==> config.mk <==
export PLATFORM = sky130hd
export DESIGN_NAME = pidic_regs
export DESIGN_NICKNAME = d
export VERILOG_FILES = /design/src/pidic_pkg.sv /design/src/pidic_regs.sv
export SDC_FILE = /design/constraint.sdc
export NUM_CORES = 1
export LEC_CHECK = 0
export BUFFER_PORTS_ARGS = -buffer_cell sky130_fd_sc_hd__buf_2
export CORE_MARGIN = 2
export CORE_UTILIZATION = 55
export CTS_CLUSTER_DIAMETER = 80
export DETAILED_ROUTE_END_ITERATION = 8
export GPL_TIMING_DRIVEN = 1
export PLACE_DENSITY = 0.85
export SLEW_MARGIN = 20
export SYNTH_ARGS = -nofsm -noshare
export SYNTH_HDL_FRONTEND = slang
export SYNTH_SLANG_ARGS = --single-unit
==> constraint.sdc <==
create_clock -name clk -period 4 [get_ports clk]
set_clock_uncertainty 0.2 [all_clocks]
set_input_delay 1.2 -clock clk [delete_from_list [all_inputs] [get_ports clk]]
set_output_delay 1.2 -clock clk [all_outputs]
set_load 0.03 [all_outputs]
==> src/pidic_pkg.sv <==
package pidic_pkg;

	localparam int ERR_W   = 25;
	localparam int GAIN_W  = 32;
	localparam int DRIVE_W = 32;
	localparam int ADDR_W  = 5;
	localparam int DATA_W  = 32;

	// register indexes, byte address is 4 * index
	typedef enum logic [2:0] {
		REG_GAIN_P       = 3'd0,
		REG_GAIN_I       = 3'd1,
		REG_GAIN_D       = 3'd2,
		REG_INTEGRAL_MAX = 3'd3,
		REG_INTEGRAL_MIN = 3'd4
	} pidic_reg_t;

	// input op codes
	localparam logic OP_STEP  = 1'b0;
	localparam logic OP_CLEAR = 1'b1;

	// register reset values
	localparam logic signed [GAIN_W-1:0] GAIN_P_RST       = 32'sd1677722;
	localparam logic signed [GAIN_W-1:0] GAIN_I_RST       = 32'sd16777;
	localparam logic signed [GAIN_W-1:0] GAIN_D_RST       = 32'sd0;
	localparam logic signed [ERR_W-1:0]  INTEGRAL_MAX_RST = 25'sd16776960;
	localparam logic signed [ERR_W-1:0]  INTEGRAL_MIN_RST = -25'sd16776960;

	// controller settings as seen by the datapath
	typedef struct packed {
		logic signed [GAIN_W-1:0] gain_p;
		logic signed [GAIN_W-1:0] gain_i;
		logic signed [GAIN_W-1:0] gain_d;
		logic signed [ERR_W-1:0]  integral_max;
		logic signed [ERR_W-1:0]  integral_min;
	} pidic_cfg_t;

endpackage

==> src/pidic_regs.sv <==
module pidic_regs
	import pidic_pkg::*;
(
	input  logic              clk,
	input  logic              arst_n,
	input  logic              psel,
	input  logic              penable,
	input  logic              pwrite,
	input  logic [ADDR_W-1:0] paddr,
	input  logic [DATA_W-1:0] pwdata,
	output logic [DATA_W-1:0] prdata,
	output logic              pready,
	output pidic_cfg_t        cfg
);

	logic       wr_en;
	logic [2:0] idx;
	pidic_cfg_t cfg_q;

	assign pready = 1'b1;
	assign wr_en  = psel && penable && pwrite;
	assign idx    = paddr[ADDR_W-1:2];
	assign cfg    = cfg_q;

	// register writes
	always_ff @(posedge clk or negedge arst_n) begin
		if (!arst_n) begin
			cfg_q.gain_p       <= GAIN_P_RST;
			cfg_q.gain_i       <= GAIN_I_RST;
			cfg_q.gain_d       <= GAIN_D_RST;
			cfg_q.integral_max <= INTEGRAL_MAX_RST;
			cfg_q.integral_min <= INTEGRAL_MIN_RST;
		end else if (wr_en) begin
			unique case (idx)
				REG_GAIN_P:       cfg_q.gain_p       <= pwdata;
				REG_GAIN_I:       cfg_q.gain_i       <= pwdata;
				REG_GAIN_D:       cfg_q.gain_d       <= pwdata;
				REG_INTEGRAL_MAX: cfg_q.integral_max <= pwdata[ERR_W-1:0];
				REG_INTEGRAL_MIN: cfg_q.integral_min <= pwdata[ERR_W-1:0];
				default: ;
			endcase
		end
	end

	// read mux, clamp limits sign-extended
	always_comb begin
		unique case (idx)
			REG_GAIN_P:       prdata = cfg_q.gain_p;
			REG_GAIN_I:       prdata = cfg_q.gain_i;
			REG_GAIN_D:       prdata = cfg_q.gain_d;
			REG_INTEGRAL_MAX: prdata = {{(DATA_W-ERR_W){cfg_q.integral_max[ERR_W-1]}},
				cfg_q.integral_max};
			REG_INTEGRAL_MIN: prdata = {{(DATA_W-ERR_W){cfg_q.integral_min[ERR_W-1]}},
				cfg_q.integral_min};
			default:          prdata = '0;
		endcase
	end

endmodule

==> reports/results.ini, run 1 <==
[outcome]
outcome=finished clean

[cells_and_area]
n_fill_cell=858
drive_gt1_frac=0.656
regArea_um2=3700
final_common_cell=buf_2
final_util=0.715
nNetsFinal=762
area.growth.synth_to_final_pct=28.6
fin_cells=905
largest_reg_flops=146
mostFrequentLayoutCells=buf_2, mux2_2, dfrtp_1, dfstp_2, mux2_4
n_antenna_cell=0
multiInputGateArea_um2=3050

[yosys]
synth-simple-area-share=0.0509
synth-adder-area-share=0
synthMuxAreaShare=0.304
synth_compound_area_frac=0.0807
ys_warn_count=0
synthCells=502
synth_top_family_by_area=multiplexers
synth.avg_cell_area_um2=13.8
synth_area_um2=6930
synth-xor-area-share=0
synth_seq_area_share=0.533
syn-num-nets=544
synth.distinct_cells=29
synth_seq_cells=146

[detailed_routing]
vias=5325
wl_per_cell_um=21.4
dr.pass1.iters=5
drt-initial-drc-count=348
antenna_left=0
drt_wl_total_mm=19.3
avgViaCountPerCell=5.88
drc=0

[setup_path]
startpoint_type=primary input
cp_data_arrival_time_ns=2.52
critPathMaxFanout=13
end_kind=output pin
crit_start=paddr[2]
r2r-start=cfg[0]
cp.required_ns=2.60
worst-setup-path-type=primary input to output pin

[power]
power_density_nw_per_um2=592
leakagePower_nw=4.39
irDropWorstVdd_mv=0.384
power.total_mw=5.28

[die]
start_util=0.556
floorplan.rows=41
core_um2=12500
die_x_um=116
io_pins=221
die-area_um2=13500
chipHeight_um=116

[sta]
fmax_mhz=255
min_period_ns=3.92
worstMarginPinSlew_ns=0.660
relSlewSlack=0.559
setup_tns_ns=0
hold_viol=0
rsz0062_at_grt=false
timing.final.crit_share=0.979
slew_viol_final=0
setup-violations-final=0

[clocking]
clock_path_buffers=2
worstSkewPairLatency_ns=0.42
root_buffer=clkbuf_16
cts_buffers=17
cts_tree=built
cts_setup_buffers=0
clock_sinks=146
clkTransAtPathRegs_ns=0.05
h-tree-depth=4

[placement]
port_buffers=217
placedCellCount=872
gp_congestion=0.799
dp_hpwl_mm=12.6

[grt]
grt_pass1_wl_mm=28.8
grt_max_degree=63
grt_pass1_vias=5417
grt-ovfl-total=0
antenna_found_initial=0
grtUsageTotal=0.284

[flow_run]
maxCapViolCount=0

[min_path]
min-delay-start=cfg[49]
hp-class=register to register

## area by class of cell
| class | count | area share |
|---|---|---|
| Sequential cell | 146 | 0.415 |
| Multi-Input combinational cell | 314 | 0.342 |
| Timing Repair Buffer | 241 | 0.157 |
| Clock buffer | 22 | 0.0532 |
| Tap cell | 172 | 0.0242 |
| Clock inverter | 10 | 0.00955 |
## repair_timing
action,CTS,global route
gates resized for setup,0,2
hold buffers,0,0
setup endpoints to repair,0,1
## layer usage
| metal | part of all wire | vias up | track usage |
|---|---|---|---|
| met2 | 0.50 | 271 | 0.473 |
| li1 | - | 2300 | - |
| met5 | 0 | - | 0 |
| met3 | 0.076 | 32 | 0.0877 |
| met1 | 0.41 | 2722 | 0.346 |
| met4 | 0.017 | 0 | 0.112 |
## report_power, final
group	leakage [nW]	internal [mW]	switching, mW
Clock	0.268	0.897	0.593
Sequential	1.79	1.82	0.239
Combinational	2.33	0.630	1.10
Total	4.39	3.35	1.93
## cell families after synthesis
| kind of cell | count (synthesis) |
|---|---|
| multiplexers | 178 |
| AND/OR/NAND/NOR | 46 |
| other | 1 |
| buffers and inverters | 42 |
| flip-flops | 146 |
| AO/OA/AOI/OAI | 89 |
## synth_stat cells, drive strengths merged
cell type | number | share of area
dfstp | 34 | 0.13
dfrtp | 112 | 0.40
mux2i | 9 | 0.013
o21ai | 8 | 0.0058
nor3b | 25 | 0.029
nand2 | 2 | 0.0011
a22oi | 23 | 0.025
nand3b | 9 | 0.0098
or3 | 1 | 0.00090
and4b | 1 | 0.0014
a21oi | 23 | 0.017
clkbuf | 12 | 0.0065
a31oi | 1 | 0.00090
conb | 1 | 0.00054
mux2 | 169 | 0.29
nor2b | 2 | 0.0018
and3 | 2 | 0.0018
nor2 | 2 | 0.0014
o21a | 10 | 0.011
nand4b | 1 | 0.0034
nand3 | 1 | 0.00072
o22ai | 24 | 0.022
buf | 30 | 0.024
## through the flow
stage / hold WS, ns / cell area (um2) / setup slack [ns]
finish: 0.319 / 8910 / 0.0846
global route: 0.334 / 8910 / 0.0293
CTS: 0.322 / 8880 / 0.0573
detailed placement: 0.310 / 8320 / 0.111
global placement: 0.306 / 8320 / 0.156
floorplan: 0.478 / 6930 / 0.0176
## worst max-delay path: stages
cell and delay [ns]:
clkbuf_4 0.22, buf_12 0.19, buf_4 0.18, mux2i_1 0.09, o21a_1 0.18, o21ai_1 0.21, clkbuf_4 0.24
## worst paths after layout
kind	endpoint	slack, ns	cells after the start
worst max-delay path	prdata[29]	0.08	7
worst min-delay path	cfg[49]	0.32	1
worst max register to register	cfg[0]	2.97	1
worst min register to register	cfg[49]	0.32	1
max in group asynchronous	cfg[89]	2.23	2
min in group asynchronous	cfg[137]	0.55	1
Power figures use the tool's default switching activity.
==> inputs of run 2 (changes only) <==
==> constraint.sdc (replaced) <==
create_clock -name clk -period 5 [get_ports clk]
set_clock_uncertainty 0.2 [all_clocks]
set_input_delay 1.5 -clock clk [delete_from_list [all_inputs] [get_ports clk]]
set_output_delay 1.5 -clock clk [all_outputs]
set_load 0.03 [all_outputs]
==> reports/results.ini, run 2 (synthesis results as in run 1) <==
[flow_run]
maxCapViolCount=0  ; unchanged

[detailed_routing]
avgViaCountPerCell=5.84  ; -0.75%
antenna_left=0  ; unchanged
vias=5256  ; -1.3%
wl_per_cell_um=20.7  ; -3.3%
drc=0  ; unchanged
drt-initial-drc-count=408  ; +17%
dr.pass1.iters=5  ; unchanged
drt_wl_total_mm=18.6  ; -3.9%

[setup_path]
ff2ff_path_depth=1  ; unchanged
r2r-start=cfg[106]
cp.required_ns=3.30  ; +0.70 ns
startpoint_type=primary input
cp_data_arrival_time_ns=3.02  ; +0.50 ns
r2r_end=cfg[106]
end_kind=output pin
cp-endpoint=prdata[18]
critPathMaxFanout=25  ; +12
worst-setup-path-type=primary input to output pin
crit_start=paddr[2]
rrSetupSlack_ns=3.98  ; +1.01 ns

[die]
io_pins=221  ; unchanged
die_x_um=116  ; unchanged
die-area_um2=13500  ; unchanged
chipHeight_um=116  ; unchanged
floorplan.rows=41  ; unchanged
core_um2=12500  ; unchanged
start_util=0.556  ; unchanged

[cells_and_area]
area.growth.synth_to_final_pct=26.3
final_common_cell=buf_2
n_antenna_cell=0  ; unchanged
drive_gt1_frac=0.650  ; -0.00648
fin_cells=900  ; -0.55%
mostFrequentLayoutCells=buf_2, mux2_2, dfrtp_1, dfstp_2, mux2_4
largest_reg_flops=146  ; unchanged
n_fill_cell=908  ; +5.8%
nNetsFinal=757  ; -0.66%

[clocking]
worstSkewPairLatency_ns=0.42  ; about the same
cts_tree=built
root_buffer=clkbuf_16
cts_resized=0  ; unchanged
clkTransAtPathRegs_ns=0.05  ; about the same
h-tree-depth=4  ; unchanged
cts_setup_buffers=0  ; unchanged
cts_buffers=17  ; unchanged
hold_buffers=0  ; unchanged
clock_sinks=146  ; unchanged
clock_path_buffers=2  ; unchanged

[sta]
min_period_ns=4.72
worstMarginPinSlew_ns=0.965  ; +0.305 ns
fmax_mhz=212
timing.final.crit_share=0.944
rsz0062_at_grt=false
setup-violations-final=0  ; unchanged
slew_viol_final=0  ; unchanged
hold_viol=0  ; unchanged
setup_tns_ns=0  ; unchanged
relSlewSlack=0.357  ; -0.203

[outcome]
outcome=finished clean

[grt]
grt_pass1_wl_mm=28.4  ; -1.2%
grtUsageTotal=0.278  ; -0.00539
antenna_found_initial=0  ; unchanged
grt_pass1_vias=5356  ; -1.1%
grt-ovfl-total=0  ; unchanged
grt_max_degree=109  ; +73%

[power]
leakagePower_nw=4.33  ; -1.3%
irDropWorstVdd_mv=0.305  ; -21%
power_density_nw_per_um2=476  ; -20%

[placement]
placedCellCount=868  ; -0.46%
port_buffers=217  ; unchanged
gp_congestion=0.814  ; +1.8%
dp_hpwl_mm=12.4  ; -1.6%

[min_path]
hp-class=register to register

## run 2: area by class of cell
type	instances	area (um2)	area share
well taps	172	215	0.0246
clock inverters	5	25.0	0.00286
multi-input cells	314	3050	0.348
clock buffers	27	513	0.0586
repair buffers	236	1260	0.144
flip-flops and latches	146	3700	0.422
## run 2: worst min-delay path by stage
stage	start	to	slack, ns	depth (start not counted)
after global placement	cfg[32]	cfg[32]	0.30	1
final	cfg[29]	cfg[29]	0.33	1
after detailed placement	cfg[29]	cfg[29]	0.31	1
after floorplan	cfg[115]	cfg[115]	0.48	1
after global routing	cfg[57]	cfg[57]	0.34	1
after CTS	cfg[131]	cfg[131]	0.32	1
## run 2: layer usage
layer / vias to the layer above / global-route usage / wire length (um)
met5: - / 0 / 0
met4: 0 / 0.116 / 467
met3: 44 / 0.0877 / 1620
met2: 280 / 0.445 / 8870
met1: 2646 / 0.352 / 7630
li1: 2286 / - / -
## run 2: critical path: stages
cell     delay [ns]
buf_2          0.21
buf_4          0.37
mux2_2         0.38
a21oi_1        0.20
o22ai_1        0.13
buf_2          0.20
## run 2: report_power, final
group / total [mW] / leakage, nW / switching [mW] / internal [mW]
Sequential: 1.65 / 1.79 / 0.190 / 1.46
Clock: 1.15 / 0.271 / 0.458 / 0.695
Combinational: 1.37 / 2.27 / 0.872 / 0.495
Total: 4.17 / 4.33 / 1.52 / 2.65
## run 2: stage by stage
stage	utilization	total power [mW]	area [um2]	hold WS (ns)	setup slack [ns]
floorplan	-	2.57	6930	0.478	0.301
global placement	0.659	2.98	8220	0.305	0.355
detailed placement	0.659	3.02	8220	0.312	0.321
CTS	0.702	4.19	8750	0.324	0.317
global route	0.702	4.34	8750	0.341	0.203
finish	0.702	4.17	8750	0.326	0.278
